File: src/design/assert_macros.svh
// Assertion macros for the restart condition monitor.
// Used by the top level; compiled to nothing when SYNTHESIS is defined.
`ifndef ASSERT_MACROS_SVH
`define ASSERT_MACROS_SVH
`ifndef SYNTHESIS
`define ASSERT_IMPLIES(label, clk, rst_n, a, b) \
    label: assert property (@(posedge clk) disable iff (!rst_n) (a) |-> (b)) \
        else $error("assertion failed: label");
`define ASSERT_NEXT(label, clk, rst_n, a, b) \
    label: assert property (@(posedge clk) disable iff (!rst_n) (a) |=> (b)) \
        else $error("assertion failed: label");
`else
`define ASSERT_IMPLIES(label, clk, rst_n, a, b)
`define ASSERT_NEXT(label, clk, rst_n, a, b)
`endif
`endif

File: src/design/rcm_pkg.sv
// Package for the restart condition monitor: payload, configuration and
// control types, register indexes and reset values. No dependencies.
`default_nettype none
package rcm_pkg;

    localparam int MAX_WINDOW_DEF = 64;
    localparam int MAX_PERIOD_DEF = 64;

    localparam int W_FIT      = 32;
    localparam int W_CFG_IDX  = 3;
    localparam int W_CFG_DATA = 32;

    localparam logic [W_CFG_IDX-1:0] CFG_MAX_ITER  = 3'd0;
    localparam logic [W_CFG_IDX-1:0] CFG_WIN_LEN   = 3'd1;
    localparam logic [W_CFG_IDX-1:0] CFG_TOLERANCE = 3'd2;
    localparam logic [W_CFG_IDX-1:0] CFG_SIGMA_MIN = 3'd3;
    localparam logic [W_CFG_IDX-1:0] CFG_SIGMA_MAX = 3'd4;
    localparam logic [W_CFG_IDX-1:0] CFG_FLAT_PER  = 3'd5;
    localparam logic [W_CFG_IDX-1:0] CFG_FLAT_LIM  = 3'd6;
    localparam logic [W_CFG_IDX-1:0] CFG_FLAT_EN   = 3'd7;

    localparam logic [31:0] RST_MAX_ITER  = 32'd1000;
    localparam logic [6:0]  RST_WIN_LEN   = 7'd16;
    localparam logic [30:0] RST_TOLERANCE = 31'd0;
    localparam logic [31:0] RST_SIGMA_MIN = 32'd0;
    localparam logic [31:0] RST_SIGMA_MAX = 32'hFFFF_FFFF;
    localparam logic [6:0]  RST_FLAT_PER  = 7'd10;
    localparam logic [6:0]  RST_FLAT_LIM  = 7'd4;
    localparam logic        RST_FLAT_EN   = 1'b1;

    localparam logic OP_GENERATION = 1'b0;
    localparam logic OP_RESTART    = 1'b1;

    typedef struct packed {
        logic                    opcode;
        logic signed [W_FIT-1:0] best_fitness;
        logic signed [W_FIT-1:0] compare_fitness;
        logic [W_FIT-1:0]        step_size;
        logic                    adapt_ok;
        logic                    step_finite;
    } t_rcm_in;

    typedef struct packed {
        logic iter_exceeded;
        logic no_improvement;
        logic sigma_too_small;
        logic sigma_too_large;
        logic unable_to_adapt;
        logic flat_fitness;
        logic any_restart;
    } t_rcm_out;

    typedef struct packed {
        logic [31:0] max_iterations;
        logic [6:0]  window_length;
        logic [30:0] improvement_tolerance;
        logic [31:0] sigma_min;
        logic [31:0] sigma_max;
        logic [6:0]  flat_period;
        logic [6:0]  flat_limit;
        logic        flat_enable;
    } t_rcm_cfg;

    typedef struct packed {
        logic gen;
        logic clr;
        logic scan;
        logic load;
    } t_rcm_cmd;

    typedef struct packed {
        logic scan_last;
    } t_rcm_sts;

endpackage
`default_nettype wire

File: src/design/rcm_ctrl.sv
// Controller state machine of the restart condition monitor.
// Depends on rcm_pkg; drives commands to rcm_dpath.
`default_nettype none
module rcm_ctrl
    import rcm_pkg::*;
(
    input  wire logic     i_clk,
    input  wire logic     i_rst_n,
    input  wire logic     i_in_valid,
    input  wire logic     i_opcode,
    input  wire logic     i_out_free,
    input  wire t_rcm_sts i_sts,
    output t_rcm_cmd      o_cmd,
    output logic          o_busy
);

    localparam logic [1:0] S_IDLE   = 2'd0;
    localparam logic [1:0] S_SCAN   = 2'd1;
    localparam logic [1:0] S_DRAIN  = 2'd2;
    localparam logic [1:0] S_FINISH = 2'd3;

    logic [1:0] r_state;
    logic [1:0] n_state;
    logic       w_accept;

    assign o_busy   = (r_state != S_IDLE);
    assign w_accept = i_in_valid && (r_state == S_IDLE);

    always_comb begin
        o_cmd.gen  = w_accept && (i_opcode == OP_GENERATION);
        o_cmd.clr  = w_accept && (i_opcode == OP_RESTART);
        o_cmd.scan = (r_state == S_SCAN);
        o_cmd.load = (r_state == S_FINISH) && i_out_free;
    end

    always_comb begin
        n_state = r_state;
        unique case (r_state)
            S_IDLE: begin
                if (w_accept) begin
                    n_state = (i_opcode == OP_RESTART) ? S_FINISH : S_SCAN;
                end
            end
            S_SCAN: begin
                if (i_sts.scan_last) begin
                    n_state = S_DRAIN;
                end
            end
            S_DRAIN: begin
                n_state = S_FINISH;
            end
            S_FINISH: begin
                if (i_out_free) begin
                    n_state = S_IDLE;
                end
            end
            default: begin
                n_state = S_IDLE;
            end
        endcase
    end

    always_ff @(posedge i_clk) begin
        if (!i_rst_n) begin
            r_state <= S_IDLE;
        end else begin
            r_state <= n_state;
        end
    end

endmodule
`default_nettype wire

File: src/design/rcm_dpath.sv
// Datapath of the restart condition monitor: history counters, fitness
// window memory, flat flag ring, range and flat-count scan. Uses rcm_pkg.
`default_nettype none
module rcm_dpath
    import rcm_pkg::*;
#(
    parameter int MAX_WINDOW = MAX_WINDOW_DEF,
    parameter int MAX_PERIOD = MAX_PERIOD_DEF
) (
    input  wire logic     i_clk,
    input  wire logic     i_rst_n,
    input  wire t_rcm_cfg i_cfg,
    input  wire t_rcm_in  i_in,
    input  wire t_rcm_cmd i_cmd,
    output t_rcm_sts      o_sts,
    output t_rcm_out      o_result
);

    localparam int MAX_SCAN = (MAX_WINDOW > MAX_PERIOD) ? MAX_WINDOW : MAX_PERIOD;
    localparam int W_CNT    = $clog2(MAX_SCAN + 1);
    localparam int W_CMP    = (W_CNT > 7) ? W_CNT : 7;
    localparam int W_WA     = $clog2(MAX_WINDOW);
    localparam int W_FILL   = $clog2(MAX_WINDOW + 1);
    localparam int W_PH     = (MAX_PERIOD > 1) ? $clog2(MAX_PERIOD) : 1;

    localparam logic [W_CMP-1:0]  WIN_CAP  = W_CMP'(MAX_WINDOW);
    localparam logic [W_CMP-1:0]  PER_CAP  = W_CMP'(MAX_PERIOD);
    localparam logic [W_FILL-1:0] FILL_CAP = W_FILL'(MAX_WINDOW);
    localparam logic [W_WA-1:0]   HEAD_TOP = W_WA'(MAX_WINDOW - 1);

    logic signed [W_FIT-1:0] r_mem [MAX_WINDOW];

    logic [31:0]             r_gens;
    logic [W_WA-1:0]         r_head;
    logic [W_FILL-1:0]       r_fill;
    logic [MAX_PERIOD-1:0]   r_flags;
    logic [W_PH-1:0]         r_phase;

    logic                    r_restart_item;
    logic                    r_f_iter;
    logic                    r_f_small;
    logic                    r_f_large;
    logic                    r_f_adapt;
    logic                    r_noimp_chk;
    logic                    r_flat_chk;
    logic [W_CMP-1:0]        r_na;
    logic [W_CMP-1:0]        r_per;
    logic [W_CMP-1:0]        r_len;
    logic [W_CMP-1:0]        r_idx;
    logic [W_CMP-1:0]        r_sum;
    logic [W_WA-1:0]         r_rd_addr;
    logic signed [W_FIT-1:0] r_rd_data;
    logic                    r_rd_vld;
    logic                    r_rd_first;
    logic signed [W_FIT-1:0] r_lo;
    logic signed [W_FIT-1:0] r_hi;

    logic [31:0]       w_gens_inc;
    logic [W_CMP-1:0]  w_wl_raw;
    logic [W_CMP-1:0]  w_wl;
    logic [W_FILL-1:0] w_fill_new;
    logic [W_CMP-1:0]  w_fill_ext;
    logic [W_CMP-1:0]  w_na;
    logic [W_CMP-1:0]  w_per_raw;
    logic [W_CMP-1:0]  w_per;
    logic [W_PH-1:0]   w_phase_eff;
    logic [W_PH-1:0]   w_phase_nxt;
    logic [W_CMP-1:0]  w_len;
    logic signed [W_FIT:0] w_range;
    logic              w_noimp;
    logic              w_flat;

    always_comb begin
        w_gens_inc = (r_gens == 32'hFFFF_FFFF) ? r_gens : r_gens + 32'd1;
        w_wl_raw   = W_CMP'(i_cfg.window_length);
        w_wl       = (w_wl_raw > WIN_CAP) ? WIN_CAP : w_wl_raw;
        w_fill_new = (r_fill == FILL_CAP) ? r_fill : r_fill + W_FILL'(1);
        w_fill_ext = W_CMP'(w_fill_new);
        w_na       = (w_fill_ext < w_wl) ? w_fill_ext : w_wl;
        w_per_raw  = W_CMP'(i_cfg.flat_period);
        if (w_per_raw == '0) begin
            w_per = W_CMP'(1);
        end else if (w_per_raw > PER_CAP) begin
            w_per = PER_CAP;
        end else begin
            w_per = w_per_raw;
        end
        w_phase_eff = (W_CMP'(r_phase) >= w_per) ? '0 : r_phase;
        w_phase_nxt = ((W_CMP'(w_phase_eff) + W_CMP'(1)) == w_per) ? '0
                    : w_phase_eff + W_PH'(1);
        if (i_cfg.flat_enable && (w_per > w_na)) begin
            w_len = w_per;
        end else begin
            w_len = w_na;
        end
    end

    assign o_sts.scan_last = ((r_idx + W_CMP'(1)) >= r_len);

    // window store: written on a generation, read once per scan cycle
    always_ff @(posedge i_clk) begin
        if (i_cmd.gen) begin
            r_mem[r_head] <= i_in.best_fitness;
        end
        if (i_cmd.scan) begin
            r_rd_data <= r_mem[r_rd_addr];
        end
    end

    always_ff @(posedge i_clk) begin
        if (!i_rst_n) begin
            r_gens         <= '0;
            r_head         <= '0;
            r_fill         <= '0;
            r_flags        <= '0;
            r_phase        <= '0;
            r_restart_item <= 1'b0;
            r_rd_vld       <= 1'b0;
        end else begin
            if (i_cmd.clr) begin
                r_gens         <= '0;
                r_head         <= '0;
                r_fill         <= '0;
                r_flags        <= '0;
                r_restart_item <= 1'b1;
            end else if (i_cmd.gen) begin
                r_gens         <= w_gens_inc;
                r_head         <= (r_head == HEAD_TOP) ? '0 : r_head + W_WA'(1);
                r_fill         <= w_fill_new;
                r_restart_item <= 1'b0;
                if (i_cfg.flat_enable) begin
                    r_flags[w_phase_eff] <= (i_in.best_fitness == i_in.compare_fitness);
                    r_phase              <= w_phase_nxt;
                end
            end
            r_rd_vld <= i_cmd.scan && (r_idx < r_na);
        end
    end

    always_ff @(posedge i_clk) begin
        if (i_cmd.gen) begin
            r_f_iter    <= i_cfg.max_iterations < w_gens_inc;
            r_f_small   <= i_in.step_size < i_cfg.sigma_min;
            r_f_large   <= i_in.step_size > i_cfg.sigma_max;
            r_f_adapt   <= !i_in.adapt_ok || !i_in.step_finite;
            r_noimp_chk <= w_gens_inc > 32'(w_wl);
            r_flat_chk  <= i_cfg.flat_enable && (w_gens_inc > 32'(w_per));
            r_na        <= w_na;
            r_per       <= i_cfg.flat_enable ? w_per : '0;
            r_len       <= w_len;
            r_idx       <= '0;
            r_sum       <= '0;
            r_rd_addr   <= r_head;
        end else if (i_cmd.scan) begin
            r_idx      <= r_idx + W_CMP'(1);
            r_rd_addr  <= (r_rd_addr == '0) ? HEAD_TOP : r_rd_addr - W_WA'(1);
            r_rd_first <= (r_idx == '0);
            if (r_idx < r_per) begin
                r_sum <= r_sum + W_CMP'(r_flags[r_idx[W_PH-1:0]]);
            end
        end
        if (r_rd_vld) begin
            if (r_rd_first) begin
                r_lo <= r_rd_data;
                r_hi <= r_rd_data;
            end else begin
                if (r_rd_data < r_lo) begin
                    r_lo <= r_rd_data;
                end
                if (r_rd_data > r_hi) begin
                    r_hi <= r_rd_data;
                end
            end
        end
    end

    always_comb begin
        w_range = (W_FIT + 1)'(r_hi) - (W_FIT + 1)'(r_lo);
        w_noimp = r_noimp_chk && ((r_na <= W_CMP'(1)) ||
                  (unsigned'(w_range) <= (W_FIT + 1)'(i_cfg.improvement_tolerance)));
        w_flat  = r_flat_chk && (r_sum > W_CMP'(i_cfg.flat_limit));
        if (r_restart_item) begin
            o_result = '0;
        end else begin
            o_result.iter_exceeded   = r_f_iter;
            o_result.no_improvement  = w_noimp;
            o_result.sigma_too_small = r_f_small;
            o_result.sigma_too_large = r_f_large;
            o_result.unable_to_adapt = r_f_adapt;
            o_result.flat_fitness    = w_flat;
            o_result.any_restart     = r_f_iter || w_noimp || r_f_small ||
                                       r_f_large || r_f_adapt || w_flat;
        end
    end

endmodule
`default_nettype wire

File: src/design/restart_condition_monitor_top.sv
// A generation result is registered after a single-port scan of L slots, where
// L = max(1, min(window fill, window_length), flat_period when flat_enable), both
// lengths saturated; a restart result is registered without a scan. An item holds
// o_in_stall high until its result is loaded, which waits on an output stall.
// Reset is synchronous, active low: clears history, loads register defaults.
// The window store needs no clearing pass.
`default_nettype none
`include "assert_macros.svh"
module restart_condition_monitor_top
    import rcm_pkg::*;
#(
    parameter int MAX_WINDOW = MAX_WINDOW_DEF,
    parameter int MAX_PERIOD = MAX_PERIOD_DEF
) (
    input  wire logic                  i_clk,
    input  wire logic                  i_rst_n,
    input  wire logic                  i_cfg_we,
    input  wire logic [W_CFG_IDX-1:0]  i_cfg_idx,
    input  wire logic [W_CFG_DATA-1:0] i_cfg_data,
    input  wire logic                  i_in_valid,
    output logic                       o_in_stall,
    input  wire t_rcm_in               i_in_data,
    output logic                       o_out_valid,
    input  wire logic                  i_out_stall,
    output t_rcm_out                   o_out_data
);

    t_rcm_cfg r_cfg;
    t_rcm_cmd w_cmd;
    t_rcm_sts w_sts;
    t_rcm_out w_result;
    logic     w_out_free;

    always_ff @(posedge i_clk) begin
        if (!i_rst_n) begin
            r_cfg.max_iterations        <= RST_MAX_ITER;
            r_cfg.window_length         <= RST_WIN_LEN;
            r_cfg.improvement_tolerance <= RST_TOLERANCE;
            r_cfg.sigma_min             <= RST_SIGMA_MIN;
            r_cfg.sigma_max             <= RST_SIGMA_MAX;
            r_cfg.flat_period           <= RST_FLAT_PER;
            r_cfg.flat_limit            <= RST_FLAT_LIM;
            r_cfg.flat_enable           <= RST_FLAT_EN;
        end else if (i_cfg_we) begin
            unique case (i_cfg_idx)
                CFG_MAX_ITER:  r_cfg.max_iterations        <= i_cfg_data;
                CFG_WIN_LEN:   r_cfg.window_length         <= i_cfg_data[6:0];
                CFG_TOLERANCE: r_cfg.improvement_tolerance <= i_cfg_data[30:0];
                CFG_SIGMA_MIN: r_cfg.sigma_min             <= i_cfg_data;
                CFG_SIGMA_MAX: r_cfg.sigma_max             <= i_cfg_data;
                CFG_FLAT_PER:  r_cfg.flat_period           <= i_cfg_data[6:0];
                CFG_FLAT_LIM:  r_cfg.flat_limit            <= i_cfg_data[6:0];
                CFG_FLAT_EN:   r_cfg.flat_enable           <= i_cfg_data[0];
                default: begin
                end
            endcase
        end
    end

    assign w_out_free = !o_out_valid || !i_out_stall;

    rcm_ctrl u_ctrl (
        .i_clk      (i_clk),
        .i_rst_n    (i_rst_n),
        .i_in_valid (i_in_valid),
        .i_opcode   (i_in_data.opcode),
        .i_out_free (w_out_free),
        .i_sts      (w_sts),
        .o_cmd      (w_cmd),
        .o_busy     (o_in_stall)
    );

    rcm_dpath #(
        .MAX_WINDOW (MAX_WINDOW),
        .MAX_PERIOD (MAX_PERIOD)
    ) u_dpath (
        .i_clk    (i_clk),
        .i_rst_n  (i_rst_n),
        .i_cfg    (r_cfg),
        .i_in     (i_in_data),
        .i_cmd    (w_cmd),
        .o_sts    (w_sts),
        .o_result (w_result)
    );

    always_ff @(posedge i_clk) begin
        if (!i_rst_n) begin
            o_out_valid <= 1'b0;
        end else if (w_cmd.load) begin
            o_out_valid <= 1'b1;
        end else if (!i_out_stall) begin
            o_out_valid <= 1'b0;
        end
    end

    always_ff @(posedge i_clk) begin
        if (w_cmd.load) begin
            o_out_data <= w_result;
        end
    end

    `ASSERT_NEXT(a_busy_after_accept, i_clk, i_rst_n, i_in_valid && !o_in_stall, o_in_stall)
    `ASSERT_IMPLIES(a_any_is_or, i_clk, i_rst_n, o_out_valid, o_out_data.any_restart == (o_out_data.iter_exceeded || o_out_data.no_improvement || o_out_data.sigma_too_small || o_out_data.sigma_too_large || o_out_data.unable_to_adapt || o_out_data.flat_fitness))
    `ASSERT_IMPLIES(a_out_from_busy, i_clk, i_rst_n, $rose(o_out_valid), $past(o_in_stall))

endmodule
`default_nettype wire
File: config.mk
export PLATFORM = sky130hd
export DESIGN_NAME = restart_condition_monitor_top
export DESIGN_NICKNAME = d
export VERILOG_FILES = /design/src/design/rcm_pkg.sv /design/src/design/rcm_ctrl.sv /design/src/design/rcm_dpath.sv /design/src/design/restart_condition_monitor_top.sv
export VERILOG_INCLUDE_DIRS = /design/src /design/src/design
export SDC_FILE = /design/constraint.sdc
export NUM_CORES = 2
export LEC_CHECK = 0
export CORE_AREA = 2 2 519 521
export DETAILED_ROUTE_END_ITERATION = 10
export DIE_AREA = 0 0 521 523
export DONT_BUFFER_PORTS = 1
export GPL_TIMING_DRIVEN = 0
export PLACE_DENSITY = 0.55
export SLEW_MARGIN = 20
export SYNTH_ARGS = -nofsm -noshare
export SYNTH_HDL_FRONTEND = slang
export SYNTH_SLANG_ARGS = --single-unit
File: constraint.sdc
create_clock -name i_clk -period 19.1 [get_ports i_clk]
set_input_delay 5.73 -clock i_clk [delete_from_list [all_inputs] [get_ports i_clk]]
set_output_delay 5.73 -clock i_clk [all_outputs]
set_load 0.05 [all_outputs]
==> flow_summary_export.csv <==
group,metric,value,unit
cells_and_area,final_cell_mix,"edfxtp_1 (2185), mux4_2 (659), nand2_1 (436)",
drt,via_count,57300,
power_and_ir_drop,leakagePower,39.7,nW
yosys,yosysSeqAreaShare,68.7,%
global_routing,track_usage,22.1,%
place,hpwl,213000,um
worst_setup_path,end_kind,"register",
clock_network,cts_tree,"done",
worst_setup_path,cpPeakStageDelay,0.79,ns
outcome,outcome,"complete, no violations",
drt,drc,0,
worst_setup_path,worstPathArrival,9.36,ns
drt,dr.first_iter.drc_count,6163,
place,gp_congestion,0.889,
cells_and_area,ff_latch_area,71300,um^2
worst_setup_path,cp.required,19.67,ns
yosys,yosysUniqueCellTypes,80,
die,dieHeight,523,um
yosys,syn_area,104000,um^2
sta,holdWs,0.457,ns
clock_network,clkTransAtPathRegs,0.06,ns
place,port_buffers,0,
sta,rsz0062_at_grt,"false",
sta,fin_crit_sh,46.0,%
yosys,synth_top_family_by_area,"multiplexers",
yosys,synthMuxAreaShare,15.2,%
global_routing,top_usage_layer,"met2",
yosys,synth_xor_area_share,1.06,%
cells_and_area,final_util,45.2,%
sta,period_minus_slack,8.79,ns
power_and_ir_drop,p_total,15.9,mW
cells_and_area,layout_commonest_cell,"edfxtp_1",
worst_setup_path,crit_path_start_kind,"input pin",
job,drv_cap,0,
global_routing,grt_pass1_wl,430000,um
clock_network,cts_resized,0,
cells_and_area,drive_gt1_share,21.3,%
global_routing,globalRouteMet3Util,3.57,%
place,placed_cell_area,112000,um^2
clock_network,cts_made_buffers,276,
die,rows,190,
clock_network,clock_tree.root_cell,"clkbuf_16",
yosys,ys.flop_type,"edfxtp_1",
clock_network,post_cts_buffers,0,
yosys,synth_warnings,0,
die,dieArea,272000,um^2
clock_network,cts_max_path_buffers,4,
die,initial_core_util,38.9,%
sta,max_freq,114,MHz
yosys,synthSimpleGateAreaFrac,4.97,%
worst_setup_path,cp_cell_sequence,"and2_1 -> clkbuf_1 -> nand2b_1 -> inv_2 -> clkbuf_1 -> nand3_1 -> nor2_4 -> buf_16 -> buf_16",
clock_network,clk_latency,0.88,ns
power_and_ir_drop,peakVddDrop,0.0836,mV
yosys,syn_nets,6399,
worst_setup_path,path_delay_family,"simple AND/OR/NAND/NOR gates",
worst_setup_path,criticalPathCategory,"input pin to register",
sta,fin_ws,10.31,ns
yosys,synthCells,5964,
global_routing,antenna_found_initial,19,
hold_path,min_path_type,"register to register",
cells_and_area,multi_input_area,30800,um^2
yosys,synth-compound-area-share,4.35,%
sta,hold_viol,0,
yosys,ys_ff_latch,2468,
global_routing,grt_use_met2,38.5,%
cells_and_area,fillers,22900,
yosys,synth_fa_ha_area_share,3.58,%
drt,wl,303000,um
place,place_ws,9.49,ns
global_routing,grt_overflow_total,0,
worst_setup_path,crit_buf_inv,5,
yosys,synthArstFlopShare,0,%
die,io_pins,148,
clock_network,cts_htree_levels,5,
clock_network,postCtsHoldBufs,0,
power_and_ir_drop,power.density,131,nW/um^2
clock_network,cts.sinks,2468,
yosys,synth_edf_count,2185,
drt,routedWlPerCell,29.8,um
yosys,synth.avg_cell_area,17.4,um^2
global_routing,use_met1,28.3,%
drt,drtAntennaViolNets,0,
drt,vias_per_cell,5.63,
sta,fin_tns_setup,0,ns
worst_setup_path,cp_slowest_cell,"nand3_1",
die,die_x,521,um
sta,drv_slew,0,
drt,dr.pass1.iters,5,
cells_and_area,fin_cells,10200,
cells_and_area,layout.nets,6828,
sta,skew,0.0923,ns
worst_setup_path,worstPathMaxFanout,12,
cells_and_area,fin_area,121000,um^2
global_routing,grt_pass1_vias,57600,
die,core-area,267000,um^2
sta,setup_violations,0,
cells_and_area,syn_to_final_growth,16.4,%
sta,tightest_slew,1.26,ns
global_routing,grt_max_degree,66,
sta,relSlewSlack,15.5,%
place,place_inst,9667,
-- final cells by class --
| type | instances | area share (%) |
|---|---|---|
| flip-flops and latches | 2468 | 59.0 |
| multi-input cells | 2950 | 25.5 |
| clock buffers | 341 | 6.07 |
| well taps | 3552 | 3.68 |
| repair buffers | 151 | 2.67 |
| clock inverters | 152 | 1.22 |
| plain buffers | 305 | 1.08 |
| inverters | 241 | 0.749 |
| diodes | 9 | 0.0186 |
-- layer usage --
metal | vias up | share of wire [%]
met2 | 2027 | 51
met3 | 457 | 6.5
li1 | 24600 | -
met4 | 2 | 3.1
met1 | 30200 | 40
met5 | - | 0.0033
-- where the power goes --
group	total [mW]	internal [mW]	switching (mW)
Sequential	6.15	6.05	0.103
Clock	5.23	3.05	2.18
Combinational	4.47	1.84	2.63
-- cell usage after synthesis (14+ instances only) --
cell type	instances	area (um^2)
ha_1	295	3690
and3_1	25	156
edfxtp_1	2185	65600
buf_1	30	113
and2_1	30	188
or3_1	20	125
xnor2_1	58	508
nor3_1	33	165
o21ai_0	141	706
nand2_1	436	1640
o221ai_1	25	219
o211ai_1	43	323
a21oi_1	172	861
o21a_1	22	165
inv_1	238	893
nand4_1	60	375
a21boi_0	113	848
mux4_2	659	14800
clkbuf_1	194	728
nor4_1	24	150
xor2_1	68	596
nor2b_1	62	388
a21o_1	61	458
a31oi_1	16	100
a211oi_1	14	105
nand2b_1	33	206
dfxtp_1	283	5670
mux2i_1	88	881
nand3_1	96	480
nor2_1	199	747
buf_2	71	355
-- worst register-to-register path: cells and delay by family (launching register included) --
kind                       cells  cell delay (ns)
and+or+nand+nor                7             1.16
DFF                            1             0.56
AOI/OAI and AO/OA              8             2.02
buffers and inverters          2             0.31
xor gates and xnor gates       1             0.30
adders and majority gates      2             0.59
-- sequential cells by signal, summed over array words and instances, names as in the netlist, 2 cells and up --
signal / cells
u_dpath.r_head: 6
u_dpath.r_hi: 32
u_dpath.r_idx: 7
o_out_data: 7
u_dpath.r_mem: 2048
r_cfg: 149
u_dpath.r_len: 7
u_dpath.r_rd_addr: 6
u_ctrl.r_state: 2
u_dpath.r_flags: 64
u_dpath.r_rd_data: 32
u_dpath.r_gens: 32
u_dpath.r_fill: 7
u_dpath.r_per: 7
u_dpath.r_lo: 32
u_dpath.r_sum: 7
u_dpath.r_phase: 6
u_dpath.r_na: 7
-- kinds of logic after synthesis --
logic type               Yosys count
AO/OA/AOI/OAI                    699
XOR/XNOR                         126
adder cells (fa/ha/maj)          296
buffers and inverters            546
flip-flops                      2468
multiplexers                     753
AND/OR/NAND/NOR                 1076
-- worst paths after layout --
check | start | cells after the start | endpoint | slack (ns)
worst max-delay path | i_in_valid | 9 | u_dpath.r_mem[60][5]$_DFFE_PP_ | 10.31
worst min register to register | u_dpath.r_flags[54]$_SDFFE_PP0P_ | 2 | u_dpath.r_flags[54]$_SDFFE_PP0P_ | 0.46
worst min-delay path | u_dpath.r_flags[54]$_SDFFE_PP0P_ | 2 | u_dpath.r_flags[54]$_SDFFE_PP0P_ | 0.46
worst max register to register | r_cfg[10]$_SDFFE_PN0P_ | 20 | u_dpath.r_phase[4]$_SDFFE_PN0P_ | 14.09
Power figures use the tool's default switching activity.
